## config.mk

```make
export PLATFORM = sky130hd
export DESIGN_NAME = best_fit_block_allocator_core
export DESIGN_NICKNAME = d
export VERILOG_FILES = /design/src/hdl/bfa_pkg.sv /design/src/hdl/bfa_ctrl.sv /design/src/hdl/bfa_dp.sv /design/src/hdl/best_fit_block_allocator_core.sv
export SDC_FILE = /design/constraint.sdc
export NUM_CORES = 2
export LEC_CHECK = 0
export BUFFER_PORTS_ARGS = -buffer_cell sky130_fd_sc_hd__buf_2
export CORE_ASPECT_RATIO = 0.75
export CORE_UTILIZATION = 50
export DETAILED_ROUTE_END_ITERATION = 8
export GPL_TIMING_DRIVEN = 0
export PLACE_DENSITY_LB_ADDON = 0.1
export SLEW_MARGIN = 20
export SYNTH_ARGS = -nofsm -noshare
export SYNTH_HDL_FRONTEND = slang
export SYNTH_SLANG_ARGS = --single-unit
```

## constraint.sdc

```tcl
create_clock -name clk -period 30.9 [get_ports clk]
set_input_delay 6.18 -clock clk [delete_from_list [all_inputs] [get_ports clk]]
set_output_delay 6.18 -clock clk [all_outputs]
set_load 0.05 [all_outputs]
```

## src/hdl/bfa_pkg.sv

```systemverilog
`timescale 1ns / 1ps
// ----------------------------------------------------------------------------
// bfa_pkg
// Shared types and constants of the best-fit block allocator.
// ----------------------------------------------------------------------------
package bfa_pkg;

  localparam int DEPTH  = 64;
  localparam int ADDR_W = 27;
  localparam int PID_W  = 8;
  localparam int SIZE_W = 28;
  localparam int ST_W   = 3;
  localparam int IDX_W  = $clog2(DEPTH);
  localparam int CNT_W  = $clog2(DEPTH + 1);

  // request command codes
  localparam logic CMD_ALLOC = 1'b0;
  localparam logic CMD_FREE  = 1'b1;

  typedef enum logic [ST_W-1:0] {
    ST_OK     = 3'd0,
    ST_ZERO   = 3'd1,
    ST_NOFIT  = 3'd2,
    ST_FULL   = 3'd3,
    ST_NOPID  = 3'd4,
    ST_FROZEN = 3'd5
  } status_t;

  typedef enum logic [3:0] {
    OP_NONE,
    OP_LOAD,
    OP_SCAN_A,
    OP_CHECK_A,
    OP_SHR,
    OP_WA0,
    OP_WA1,
    OP_WA2,
    OP_SCAN_F,
    OP_MERGE_F,
    OP_SHL,
    OP_FINISH
  } dp_op_t;

  typedef enum logic [3:0] {
    S_IDLE,
    S_DECODE,
    S_SCAN_A,
    S_CHECK,
    S_SHR,
    S_WA0,
    S_WA1,
    S_WA2,
    S_SCAN_F,
    S_SHL,
    S_DONE
  } ctl_state_t;

  // one table entry: range start, range last byte, owner, free flag
  typedef struct packed {
    logic [ADDR_W-1:0] start;
    logic [ADDR_W-1:0] last;
    logic [PID_W-1:0]  pid;
    logic              free;
  } ent_t;

  typedef struct packed {
    dp_op_t  op;
    status_t st;
  } ctl_cmd_t;

  typedef struct packed {
    logic is_free;
    logic size_zero;
    logic frozen;
    logic found;
    logic scan_done;
    logic shr_done;
    logic full;
  } dp_stat_t;

endpackage

```

## src/hdl/bfa_ctrl.sv

```systemverilog
`timescale 1ns / 1ps
// ----------------------------------------------------------------------------
// bfa_ctrl
// Sequencer: steps the datapath through scan, shift and table updates.
// ----------------------------------------------------------------------------
module bfa_ctrl (
  input  logic                clk,
  input  logic                rst_n,
  input  logic                start,
  input  bfa_pkg::dp_stat_t   stat,
  output bfa_pkg::ctl_cmd_t   cmd,
  output logic                busy
);

  bfa_pkg::ctl_state_t state_r, state_nxt;

  always_ff @(posedge clk) begin
    if (!rst_n) begin
      state_r <= bfa_pkg::S_IDLE;
    end else begin
      state_r <= state_nxt;
    end
  end

  always_comb begin
    state_nxt = state_r;
    cmd.op    = bfa_pkg::OP_NONE;
    cmd.st    = bfa_pkg::ST_OK;
    busy      = (state_r != bfa_pkg::S_IDLE);
    case (state_r)
      bfa_pkg::S_IDLE: begin
        if (start) begin
          cmd.op    = bfa_pkg::OP_LOAD;
          state_nxt = bfa_pkg::S_DECODE;
        end
      end
      bfa_pkg::S_DECODE: begin
        if (!stat.is_free && stat.size_zero) begin
          cmd.op    = bfa_pkg::OP_FINISH;
          cmd.st    = bfa_pkg::ST_ZERO;
          state_nxt = bfa_pkg::S_IDLE;
        end else if (!stat.is_free) begin
          state_nxt = bfa_pkg::S_SCAN_A;
        end else if (stat.frozen) begin
          cmd.op    = bfa_pkg::OP_FINISH;
          cmd.st    = bfa_pkg::ST_FROZEN;
          state_nxt = bfa_pkg::S_IDLE;
        end else begin
          state_nxt = bfa_pkg::S_SCAN_F;
        end
      end
      bfa_pkg::S_SCAN_A: begin
        cmd.op = bfa_pkg::OP_SCAN_A;
        if (stat.scan_done) state_nxt = bfa_pkg::S_CHECK;
      end
      bfa_pkg::S_CHECK: begin
        if (!stat.found) begin
          cmd.op    = bfa_pkg::OP_FINISH;
          cmd.st    = bfa_pkg::ST_NOFIT;
          state_nxt = bfa_pkg::S_IDLE;
        end else if (stat.full) begin
          cmd.op    = bfa_pkg::OP_FINISH;
          cmd.st    = bfa_pkg::ST_FULL;
          state_nxt = bfa_pkg::S_IDLE;
        end else begin
          cmd.op    = bfa_pkg::OP_CHECK_A;
          state_nxt = bfa_pkg::S_SHR;
        end
      end
      bfa_pkg::S_SHR: begin
        cmd.op = bfa_pkg::OP_SHR;
        if (stat.shr_done) state_nxt = bfa_pkg::S_WA0;
      end
      bfa_pkg::S_WA0: begin
        cmd.op    = bfa_pkg::OP_WA0;
        state_nxt = bfa_pkg::S_WA1;
      end
      bfa_pkg::S_WA1: begin
        cmd.op    = bfa_pkg::OP_WA1;
        state_nxt = bfa_pkg::S_WA2;
      end
      bfa_pkg::S_WA2: begin
        cmd.op    = bfa_pkg::OP_WA2;
        state_nxt = bfa_pkg::S_DONE;
      end
      bfa_pkg::S_SCAN_F: begin
        if (stat.found) begin
          // read data now holds the entry after the match
          cmd.op    = bfa_pkg::OP_MERGE_F;
          state_nxt = bfa_pkg::S_SHL;
        end else if (stat.scan_done) begin
          cmd.op    = bfa_pkg::OP_FINISH;
          cmd.st    = bfa_pkg::ST_NOPID;
          state_nxt = bfa_pkg::S_IDLE;
        end else begin
          cmd.op = bfa_pkg::OP_SCAN_F;
        end
      end
      bfa_pkg::S_SHL: begin
        cmd.op = bfa_pkg::OP_SHL;
        if (stat.scan_done) state_nxt = bfa_pkg::S_DONE;
      end
      bfa_pkg::S_DONE: begin
        cmd.op    = bfa_pkg::OP_FINISH;
        cmd.st    = bfa_pkg::ST_OK;
        state_nxt = bfa_pkg::S_IDLE;
      end
      default: begin
        state_nxt = bfa_pkg::S_IDLE;
      end
    endcase
  end

endmodule

```

## src/hdl/bfa_dp.sv

```systemverilog
`timescale 1ns / 1ps
// ----------------------------------------------------------------------------
// bfa_dp
// Datapath: block table memory, scan compare, shift engine, result register.
// ----------------------------------------------------------------------------
module bfa_dp (
  input  logic                            clk,
  input  logic                            rst_n,
  input  bfa_pkg::ctl_cmd_t               cmd,
  output bfa_pkg::dp_stat_t               stat,
  input  logic                            in_command,
  input  logic [bfa_pkg::PID_W-1:0]       in_pid,
  input  logic [bfa_pkg::SIZE_W-1:0]      in_size,
  input  logic                            cfg_wr_en,
  input  logic                            cfg_wr_data,
  output logic                            out_valid,
  output logic [bfa_pkg::ST_W-1:0]        out_status,
  output logic [bfa_pkg::ADDR_W-1:0]      out_address
);

  localparam int AW = bfa_pkg::ADDR_W;
  localparam int IW = bfa_pkg::IDX_W;
  localparam int CW = bfa_pkg::CNT_W;
  localparam int SW = bfa_pkg::SIZE_W;

  localparam bfa_pkg::ent_t RST_ENT = '{start: '0, last: '1, pid: '0, free: 1'b1};

  bfa_pkg::ent_t mem [bfa_pkg::DEPTH];

  logic                  is_free_r, is_free_nxt;
  logic [bfa_pkg::PID_W-1:0] pid_r, pid_nxt;
  logic [SW-1:0]         size_r, size_nxt;
  logic                  freeze_r;
  logic [CW-1:0]         count_r, count_nxt;
  logic [CW-1:0]         ptr_r, ptr_nxt;
  logic                  rvalid_r, rvalid_nxt;
  logic [IW-1:0]         ridx_r;
  bfa_pkg::ent_t         rdata_r;
  logic                  init_r;
  logic                  found_r, found_nxt;
  logic [IW-1:0]         best_idx_r, best_idx_nxt;
  logic [AW-1:0]         best_start_r, best_start_nxt;
  logic [AW-1:0]         best_last_r, best_last_nxt;
  logic [SW-1:0]         best_use_r, best_use_nxt;
  bfa_pkg::ent_t         prev_r, prev_nxt;
  logic [1:0]            k_r, k_nxt;
  logic                  ovalid_r, ovalid_nxt;
  logic [bfa_pkg::ST_W-1:0] status_r, status_nxt;
  logic [AW-1:0]         addr_r, addr_nxt;

  logic                  rd_en, we;
  logic [IW-1:0]         ra, wa;
  bfa_pkg::ent_t         wd;

  // scan evaluation of the entry in the read register
  logic [SW-1:0] ev_a, ev_use;
  // split of the chosen range
  logic [SW-1:0] al_w, nend_w;
  logic [AW-1:0] al, nend;
  logic          pre, tail;
  logic [1:0]    need;
  logic          prevfree, nextfree;
  logic [IW-1:0] mwa;

  always_comb begin
    ev_a   = ({1'b0, rdata_r.start} + SW'(3)) & ~SW'(3);
    ev_use = {1'b0, rdata_r.last} - ev_a + SW'(1);
    al_w   = ({1'b0, best_start_r} + SW'(3)) & ~SW'(3);
    al     = al_w[AW-1:0];
    nend_w = {1'b0, al} + size_r - SW'(1);
    nend   = nend_w[AW-1:0];
    pre    = (al != best_start_r);
    tail   = (nend < best_last_r);
    need   = {1'b0, pre} + {1'b0, tail};
    prevfree = (best_idx_r != '0) && prev_r.free;
    nextfree = rvalid_r && rdata_r.free;
    mwa      = prevfree ? best_idx_r - IW'(1) : best_idx_r;
  end

  always_comb begin
    stat.is_free   = is_free_r;
    stat.size_zero = (size_r == '0);
    stat.frozen    = freeze_r;
    stat.found     = found_r;
    stat.scan_done = (ptr_r >= count_r) && !rvalid_r;
    stat.shr_done  = !(ptr_r > {1'b0, best_idx_r}) && !rvalid_r;
    stat.full      = ({1'b0, count_r} + {{(CW-1){1'b0}}, need})
                     > (CW+1)'(bfa_pkg::DEPTH);
  end

  always_comb begin
    is_free_nxt    = is_free_r;
    pid_nxt        = pid_r;
    size_nxt       = size_r;
    count_nxt      = count_r;
    ptr_nxt        = ptr_r;
    rvalid_nxt     = 1'b0;
    found_nxt      = found_r;
    best_idx_nxt   = best_idx_r;
    best_start_nxt = best_start_r;
    best_last_nxt  = best_last_r;
    best_use_nxt   = best_use_r;
    prev_nxt       = prev_r;
    k_nxt          = k_r;
    ovalid_nxt     = 1'b0;
    status_nxt     = status_r;
    addr_nxt       = addr_r;
    rd_en          = 1'b0;
    ra             = ptr_r[IW-1:0];
    we             = 1'b0;
    wa             = best_idx_r;
    wd             = rdata_r;
    case (cmd.op)
      bfa_pkg::OP_LOAD: begin
        is_free_nxt = (in_command == bfa_pkg::CMD_FREE);
        pid_nxt     = in_pid;
        size_nxt    = in_size;
        ptr_nxt     = '0;
        found_nxt   = 1'b0;
      end
      bfa_pkg::OP_SCAN_A: begin
        rd_en = (ptr_r < count_r);
        if (rd_en) ptr_nxt = ptr_r + CW'(1);
        if (rvalid_r && rdata_r.free && !(ev_a > {1'b0, rdata_r.last}) &&
            ev_use >= size_r && (!found_r || ev_use < best_use_r)) begin
          found_nxt      = 1'b1;
          best_idx_nxt   = ridx_r;
          best_start_nxt = rdata_r.start;
          best_last_nxt  = rdata_r.last;
          best_use_nxt   = ev_use;
        end
      end
      bfa_pkg::OP_CHECK_A: begin
        ptr_nxt = count_r - CW'(1);
      end
      bfa_pkg::OP_SHR: begin
        // move entries above the chosen one up by the number of splits
        rd_en = (ptr_r > {1'b0, best_idx_r});
        if (rd_en) ptr_nxt = ptr_r - CW'(1);
        if (rvalid_r) begin
          we = 1'b1;
          wa = ridx_r + IW'(need);
        end
      end
      bfa_pkg::OP_WA0: begin
        we = 1'b1;
        wa = best_idx_r;
        if (pre) wd = '{start: best_start_r, last: al - AW'(1), pid: '0, free: 1'b1};
        else     wd = '{start: al, last: nend, pid: pid_r, free: 1'b0};
      end
      bfa_pkg::OP_WA1: begin
        we = pre || tail;
        wa = best_idx_r + IW'(1);
        if (pre) wd = '{start: al, last: nend, pid: pid_r, free: 1'b0};
        else     wd = '{start: nend + AW'(1), last: best_last_r, pid: '0, free: 1'b1};
      end
      bfa_pkg::OP_WA2: begin
        we = pre && tail;
        wa = best_idx_r + IW'(2);
        wd = '{start: nend + AW'(1), last: best_last_r, pid: '0, free: 1'b1};
      end
      bfa_pkg::OP_SCAN_F: begin
        rd_en = (ptr_r < count_r) && !found_r;
        if (rd_en) ptr_nxt = ptr_r + CW'(1);
        if (rvalid_r && !found_r) begin
          if (!rdata_r.free && rdata_r.pid == pid_r) begin
            found_nxt      = 1'b1;
            best_idx_nxt   = ridx_r;
            best_start_nxt = rdata_r.start;
            best_last_nxt  = rdata_r.last;
          end else begin
            prev_nxt = rdata_r;
          end
        end
      end
      bfa_pkg::OP_MERGE_F: begin
        we = 1'b1;
        wa = mwa;
        wd = '{start: prevfree ? prev_r.start : best_start_r,
               last:  nextfree ? rdata_r.last : best_last_r,
               pid: '0, free: 1'b1};
        k_nxt   = {1'b0, prevfree} + {1'b0, nextfree};
        ptr_nxt = {1'b0, mwa} + CW'(1) + CW'({1'b0, prevfree} + {1'b0, nextfree});
      end
      bfa_pkg::OP_SHL: begin
        rd_en = (ptr_r < count_r);
        if (rd_en) ptr_nxt = ptr_r + CW'(1);
        if (rvalid_r) begin
          we = 1'b1;
          wa = ridx_r - IW'(k_r);
        end
      end
      bfa_pkg::OP_FINISH: begin
        ovalid_nxt = 1'b1;
        status_nxt = cmd.st;
        addr_nxt   = (cmd.st == bfa_pkg::ST_OK && !is_free_r) ? al : '0;
        if (cmd.st == bfa_pkg::ST_OK) begin
          count_nxt = is_free_r ? count_r - CW'(k_r) : count_r + CW'(need);
        end
      end
      default: begin
      end
    endcase
    rvalid_nxt = rd_en;
  end

  always_ff @(posedge clk) begin
    if (!rst_n) begin
      count_r  <= CW'(1);
      freeze_r <= 1'b0;
      rvalid_r <= 1'b0;
      init_r   <= 1'b1;
      found_r  <= 1'b0;
      ovalid_r <= 1'b0;
    end else begin
      count_r  <= count_nxt;
      if (cfg_wr_en) freeze_r <= cfg_wr_data;
      rvalid_r <= rvalid_nxt;
      if (we && wa == '0) init_r <= 1'b0;
      found_r  <= found_nxt;
      ovalid_r <= ovalid_nxt;
    end
  end

  always_ff @(posedge clk) begin
    is_free_r    <= is_free_nxt;
    pid_r        <= pid_nxt;
    size_r       <= size_nxt;
    ptr_r        <= ptr_nxt;
    best_idx_r   <= best_idx_nxt;
    best_start_r <= best_start_nxt;
    best_last_r  <= best_last_nxt;
    best_use_r   <= best_use_nxt;
    prev_r       <= prev_nxt;
    k_r          <= k_nxt;
    status_r     <= status_nxt;
    addr_r       <= addr_nxt;
  end

  // table memory: one read, one write per cycle, registered read
  always_ff @(posedge clk) begin
    if (rd_en) begin
      rdata_r <= (init_r && ra == '0) ? RST_ENT : mem[ra];
      ridx_r  <= ra;
    end
    if (we) mem[wa] <= wd;
  end

  assign out_valid   = ovalid_r;
  assign out_status  = status_r;
  assign out_address = addr_r;

endmodule

```

## src/hdl/best_fit_block_allocator_core.sv

```systemverilog
`timescale 1ns / 1ps
// ----------------------------------------------------------------------------
// best_fit_block_allocator_core
// Best-fit allocator over an ordered table of address ranges with coalescing.
// ----------------------------------------------------------------------------
// A request is taken when start is high and busy is low; exactly one result
// follows as a one-cycle pulse on out_valid with out_status and out_address,
// and the receiver cannot stall it. One request runs at a time. The block
// table sits in a memory with one read and one write port, read one entry per
// cycle: an allocate scans all N table entries and then shifts those above
// the best fit, and a free scans up to the match and shifts the rest, where N
// is the current number of table entries.
// ----------------------------------------------------------------------------
module best_fit_block_allocator_core (
  input  logic                            clk,
  input  logic                            rst_n,
  input  logic                            start,
  output logic                            busy,
  input  logic                            in_command,
  input  logic [bfa_pkg::PID_W-1:0]       in_pid,
  input  logic [bfa_pkg::SIZE_W-1:0]      in_size,
  input  logic                            cfg_wr_en,
  input  logic                            cfg_wr_data,
  output logic                            out_valid,
  output logic [bfa_pkg::ST_W-1:0]        out_status,
  output logic [bfa_pkg::ADDR_W-1:0]      out_address
);

  bfa_pkg::ctl_cmd_t cmd;
  bfa_pkg::dp_stat_t stat;

  bfa_ctrl u_ctrl (
    .clk   (clk),
    .rst_n (rst_n),
    .start (start),
    .stat  (stat),
    .cmd   (cmd),
    .busy  (busy)
  );

  bfa_dp u_dp (
    .clk         (clk),
    .rst_n       (rst_n),
    .cmd         (cmd),
    .stat        (stat),
    .in_command  (in_command),
    .in_pid      (in_pid),
    .in_size     (in_size),
    .cfg_wr_en   (cfg_wr_en),
    .cfg_wr_data (cfg_wr_data),
    .out_valid   (out_valid),
    .out_status  (out_status),
    .out_address (out_address)
  );

endmodule
```

# Word level (Yosys, flattened, before mapping)
# Memories as Yosys holds them, arrays and structs flattened. A register that Yosys moved wholly into a read port is not among the register bits.
# Cells that the tools add are included.
# totals
register_bits	214
ramBits	4032
input_bits	42
output_inout_bits	32
wordCells	194
n_memories	1
# classes
add_sub_neg	24
order_cmp	8
n_eq_ne	34
mux	61
n_bitwise	1
reduce_logical	43
# memory_table
memory	depth	word_bits	read_ports	rd_clocked_by_memory_dff	wr	line	rtl
u_dp.mem	64	63	1	1	1	bfa_dp.sv:28	bfa_pkg::ent_t mem [bfa_pkg::DEPTH];
# ops
op	count
case mux 63 bit (4 select lines)	1
2-to-1 mux 27 bit	8
2-to-1 mux 63 bit	2
case mux 27 bit (2 select lines)	2
2-to-1 mux 7 bit	8
subtractor 27 x 1 -> 27 bit, second input constant	2
2-to-1 mux 4 bit	11
case mux 4 bit (11 select lines)	1
case mux 7 bit (6 select lines)	1
case mux 4 bit (10 select lines)	1
2-to-1 mux 6 bit	6
equality test 4 x 3 -> 1 bit, second input constant	8
case mux 6 bit (5 select lines)	1
adder 27 x 2 -> 28 bit, second input constant	1
adder 28 x 1 -> 28 bit, second input constant	1
equality test 4 bit, second input constant	7
>= comparator 28 bit	1
> comparator 28 x 27 -> 1 bit	1
logical NOT 28 bit	1
< comparator 28 bit	1
subtractor 27 x 28 -> 28 bit	1
adder 27 x 1 -> 27 bit, second input constant	1
adder 27 x 2 -> 27 bit, second input constant	1
adder 27 bit	1
other kinds (48)	102

# Logic depth before layout (Yosys ltp)
# depth
depth_word	15
mapped_depth	49
ltp_nobuf	46

# By module
# A second synthesis with hierarchy kept.
# hier_totals
cells_unflattened	8822
area_unflattened_um2	174507.4
# by_module_without_submodules
module	n_inst	cells_each	area_each_um2	seq_area_each_um2
bfa_dp	1	8752	173994.4	129093.8
bfa_ctrl	1	70	513.0	80.1

# Least setup slack after synthesis
# OpenSTA, ideal clock, no wires.
# synth_timing
path_type	flip-flop to flip-flop
startpoint	register u_dp.best_start_r[6]
endpoint	register u_dp.best_idx_r[0] (enable)
setup_ns	0.589
arrival_time_ns	12.266
t_required_ns	30.311
path_slack_ns	18.044
path_stages_with_launch	38
path_buffers	3
period_less_slack_ns	12.856
path_cell_list	edfxtp_1 clkbuf_1 nand4_1 nor4_1 and2_1 clkbuf_1 nand2_1 xor2_1 xnor2_1 ha_1 clkbuf_1 nand4_1 o221ai_1 nand3_1 o21a_1 or2_1 o2111ai_1 a21oi_1 [2 not listed] nand4_1 nor4_1 a21oi_1 o311a_1 o21a_1 ha_1 ha_1 inv_1 fa_1 nand2b_1 nor4_1 o221ai_1 o211a_1 a211oi_1 nor2_1 and2_1 o31a_1 a311oi_1
# synth_via
elab_chain_len	13
word_cells_on_any_way	18
cone_classes	add/sub (5); order compare (2); eq/ne (6); mux (3); reduce/logical (2)
# synth_lines
element	line	rtl
start: declaration	bfa_dp.sv:42	logic [AW-1:0] best_start_r, best_start_nxt;
start signal: assignment	bfa_dp.sv:231	best_start_r <= best_start_nxt;
adder 27 x 2 -> 27 bit	bfa_dp.sv:68	al_w = ({1'b0, best_start_r} + SW'(3)) & ~SW'(3);
adder 27 bit	bfa_dp.sv:70	nend_w = {1'b0, al} + size_r - SW'(1);
subtractor 27 x 1 -> 27 bit	bfa_dp.sv:70	
< comparator 27 bit	bfa_dp.sv:73	tail = (nend < best_last_r);
adder 1 x 1 -> 2 bit *	bfa_dp.sv:74	need = {1'b0, pre} + {1'b0, tail};
adder 7 x 2 -> 8 bit *	bfa_dp.sv:87	stat.full = ({1'b0, count_r} + {{(CW-1){1'b0}}, need})
> comparator 8 x 7 -> 1 bit *	bfa_dp.sv:88	> (CW+1)'(bfa_pkg::DEPTH);
2-to-1 mux 4 bit *	bfa_ctrl.sv:61	end else if (stat.full) begin
2-to-1 mux 7 bit *	bfa_ctrl.sv:57	if (!stat.found) begin
case mux 4 bit (11 select lines) *	bfa_ctrl.sv:30	case (state_r)
equality test 4 bit / equality test 4 x 2 -> 1 bit (equally long branches)	bfa_dp.sv:113	case (cmd.op)
!= test 2 x 1 -> 1 bit (no source line) / nonzero test 2 bit (equally long branches)	n/a	
AND reduction 4 bit (no source line) *	n/a	
end signal: assignment	bfa_dp.sv:230	best_idx_r <= best_idx_nxt;
end: declaration	bfa_dp.sv:41	logic [IW-1:0] best_idx_r, best_idx_nxt;
# Mark *: on every way between the ends. The rest lies on a longest branch, timed or not.
# A chain may end at the register's enable or synchronous reset.

# Worst setup path in the final report
# layout_timing
startpoint	register u_dp.best_start_r[7]
endpoint	memory u_dp.mem[29][28] (netlist bit) (enable)
# layout_via
elab_chain_len	15
word_cells_on_any_way	27
cone_classes	add/sub (6); order compare (2); eq/ne (7); mux (8); reduce/logical (4)
# layout_lines
element	line	rtl
adder 27 x 2 -> 27 bit	bfa_dp.sv:68	
adder 27 bit	bfa_dp.sv:70	
subtractor 27 x 1 -> 27 bit	bfa_dp.sv:70	
< comparator 27 bit	bfa_dp.sv:73	
adder 1 x 1 -> 2 bit	bfa_dp.sv:74	
adder 7 x 2 -> 8 bit	bfa_dp.sv:87	
> comparator 8 x 7 -> 1 bit	bfa_dp.sv:88	
2-to-1 mux 4 bit	bfa_ctrl.sv:61	
2-to-1 mux 7 bit	bfa_ctrl.sv:57	
case mux 4 bit (11 select lines)	bfa_ctrl.sv:30	
equality test 4 x 3 -> 1 bit / equality test 4 bit (equally long branches)	bfa_dp.sv:113	
OR reduction 2 bit (no source line)	n/a	
case mux 1 bit (4 select lines)	bfa_dp.sv:113	
2-to-1 mux 1 bit	bfa_dp.sv:246	if (we) mem[wa] <= wd;
2-to-1 mux 1 bit (not written as such)	bfa_dp.sv:246	
end: declaration	bfa_dp.sv:28	
# Parallel ways exist; a longest one is shown, timed or not.

==> results.py <==
metrics = {
    "status": {
        "status": "finished, final reports clean",
    },
    "layout": {
        "syn2layout_area_growth_pct": 17.1,
        "fin_util_pct": 58.8,
        "layout.cells.non_filler": 14053,
        "final_cell_area_sq_um": 204000,
        "layout-drive-gt1-share_pct": 28.5,
        "fin_nets": 9363,
    },
    "setup_path": {
        "startpoint_type": "flop",
        "crit_path_frequent_cell": "ha_1",
        "reg2reg_setup_slack_ns": 17.62,
        "critPathSlowestCell": "a21oi_1",
        "endpoint_kind": "flop",
        "cp.arrival_ns": 13.90,
        "crit_fanout": 14,
        "critical_path_class": "flop to flop",
        "max_stage_delay_ns": 0.95,
        "worstPathRequired_ns": 31.52,
    },
    "sta": {
        "setup_viol": 0,
        "fin_crit_sh_pct": 43.0,
        "finalHoldViolations": 0,
        "tns_ns": 0,
        "slew_violations": 0,
        "post-route-min-period_ns": 13.28,
        "clock_skew_ns": 0.0727,
        "rsz0062_at_grt": "false",
        "clock.fmax_mhz": 75.3,
        "worst_pin_slew_ns": 1.24,
        "slew_headroom_pct": 15.2,
    },
    "synth": {
        "yosysWarnings": 0,
        "yosysTopAreaCellShare_pct": 74.0,
        "synth-edff-count": 4291,
        "synth-simple-area-share_pct": 2.20,
        "synth_compound_area_share_pct": 2.55,
        "synth_top_family_by_area": "multiplexers",
        "synth_top_area_cell": "edfxtp_1",
        "yosys-mux-area-fraction_pct": 17.0,
        "ys.flop_type": "edfxtp_1",
        "synth.most_common_cell": "edfxtp_1",
        "synth.cells.most_frequent": "4291 x edfxtp_1, 1260 x mux4_2, 314 x clkbuf_1",
        "async_flop_share_pct": 0,
        "synth_xor_area_share_pct": 0.896,
        "yosysSeqAreaShare_pct": 74.2,
        "syn_inst": 8192,
        "netlist_top_cells_area": "edfxtp_1 74%, mux4_2 16%, ha_1 1.7%",
        "synth-seq-cells": 4307,
        "synth_adder_area_share_pct": 1.81,
        "ys_types": 90,
        "synth_area_sq_um": 174000,
        "syn_area_per_cell_sq_um": 21.2,
    },
    "clocking": {
        "insertion_delay_ns": 0.97,
        "cts_tree": "done",
        "cts_resized": 0,
        "clock_sinks": 4307,
        "clockBufferDepth": 4,
        "clkTransAtPathRegs_ns": 0.07,
        "cts_setup_buffers": 0,
        "ctsRootBufferMaster": "clkbuf_16",
        "cts_buffers": 418,
        "ctsHoldBuffers": 0,
        "cts_max_level": 5,
    },
    "placement": {
        "gp_congestion": 0.925,
        "place_area_sq_um": 190000,
        "post-place-cells": 13283,
        "dp_hpwl_microns": 368000,
        "port_buffers": 71,
    },
    "drt": {
        "wl_per_cell_microns": 36.8,
        "routed_wl_microns": 517000,
        "via_per_inst": 6.49,
        "drc": 0,
        "final_antenna_net_count": 0,
        "vias": 91205,
        "drtIter0Drc": 13630,
        "drt-pass1-iter-count": 8,
    },
    "power": {
        "total_power_uw": 21600,
        "ir_worst_vdd_uv": 76.3,
        "power.density_nw_per_um2": 106,
        "intPower_uw": 13700,
        "power_switching_uw": 7910,
        "p_clk_share_pct": 23.9,
        "p_comb_share_pct": 40.2,
        "power.leakage_uw": 0.0648,
        "seq_power_share_pct": 35.9,
        "swShare_pct": 36.6,
    },
    "die": {
        "initial_utilization_pct": 50.3,
        "io_pins": 74,
        "num_rows": 187,
        "die_w_microns": 683,
        "dieArea_sq_um": 351000,
        "die-height_microns": 513,
        "core_area_sq_um": 346000,
    },
    "grt": {
        "grt_pass1_wl_microns": 713000,
        "grt_use_total_pct": 29.4,
        "first_global_vias": 89099,
        "grt_max_degree": 65,
        "antenna_found_initial": 24,
        "globalRouteOverflowTotal": 0,
    },
    "flow_run": {
        "maxCapViolCount": 0,
    },
    "hold_path": {
        "worstHoldPathType": "flop to flop",
    },
}
==> layout make-up <==
cell class                 count  area, sq um
clock inverter               255         2730
sequential                  4307       129000
inverter                     225          847
timing repair buffer         460         8820
antenna                       16         40.0
multi-input combinational   3254        43800
clock buffer                 499        10900
buffer                       407         1720
fill                       24876       143000
tap                         4630         5790
==> critical path: cells and delay by family, from the launching register on <==
kind                     cells  cell delay, ns
AO/OA/AOI/OAI                9            2.91
XOR/XNOR                     3            1.41
adder cells (fa/ha/maj)      5            1.70
buffers and inverters        6            1.56
flip-flops                   1            0.34
AND/OR/NAND/NOR             13            4.97
==> cell usage in the layout (no fill, tap or decap), drive strengths merged, types with 17 or more instances in the layout <==
cell      Yosys  routed
nor2b        59      59
clkbuf      314     831
xor2         59      59
buf          93     535
clkinvlp      0      17
a211oi       85      85
mux2         31      31
nor2        225     225
a31oi        27      27
mux2i        78      78
and2         19      19
o21a         17      17
inv         224     230
a21oi       138     138
nand2       234     234
and3         24      24
nand2b       24      24
a221oi       23      23
nand4        48      48
edfxtp     4291    4291
nand3        53      53
o211ai       19      19
bufinv        0      52
xnor2       119     119
ha          241     241
mux4       1260    1260
a21o         70      70
nor4         19      19
nor3         41      41
o21ai       132     132
clkinv        1     181
==> through the flow <==
step	hold WS (ns)	worst slack, ns
CTS	0.492	18.12
global placement	0.468	11.34
finish	0.493	17.62
global route	0.498	17.17
detailed placement	0.474	18.19
floorplan	0.424	18.04
==> power by group through the flow <==
stage / clock, uW / sequential (uW) / combinational (uW)
after CTS: 5210 / 7730 / 8530
after floorplan: 0 / 7870 / 4800
final: 5160 / 7750 / 8690
after global placement: 0 / 8100 / 7790
after global routing: 5420 / 7750 / 9140
after detailed placement: 0 / 7860 / 8500
==> worst paths after layout <==
kind,from,cells after the start,endpoint
worst max-delay path,u_dp.best_start_r[7],36,u_dp.mem[29][28]
worst min-delay path,u_dp.ridx_r[0],0,u_dp.best_idx_r[0]
worst max register to register,u_dp.best_start_r[7],36,u_dp.mem[29][28]
worst min register to register,u_dp.ridx_r[0],0,u_dp.best_idx_r[0]
==> flip-flops by register name, indices dropped and copies added (netlist names), 4 cells and up <==
name	cells
u_dp.rdata_r	63
u_dp.prev_r	28
u_dp.best_start_r	27
u_dp.mem	4032
u_dp.best_use_r	28
u_dp.best_last_r	27
u_dp.out_address	25
u_dp.count_r	7
u_dp.size_r	28
u_dp.best_idx_r	6
u_dp.ptr_r	7
u_ctrl.state_r	4
u_dp.pid_r	8
u_dp.ridx_r	6
==> layer usage <==
layer / up-vias / global-route usage, % / part of all wire (%)
li1: 36212 / - / -
met1: 49264 / 45.2 / 43
met2: 5051 / 42.1 / 43
met3: 676 / 7.74 / 11
met4: 2 / 7.59 / 2.8
met5: - / 0 / 0.0015
==> cells by family after synthesis <==
group | count (synthesis)
flops | 4307
mux | 1369
simple gates | 799
compound gates | 658
buf+inv | 632
fa+ha+maj | 248
xor+xnor | 178
other cells | 1
(Power assumes the default switching activity.)
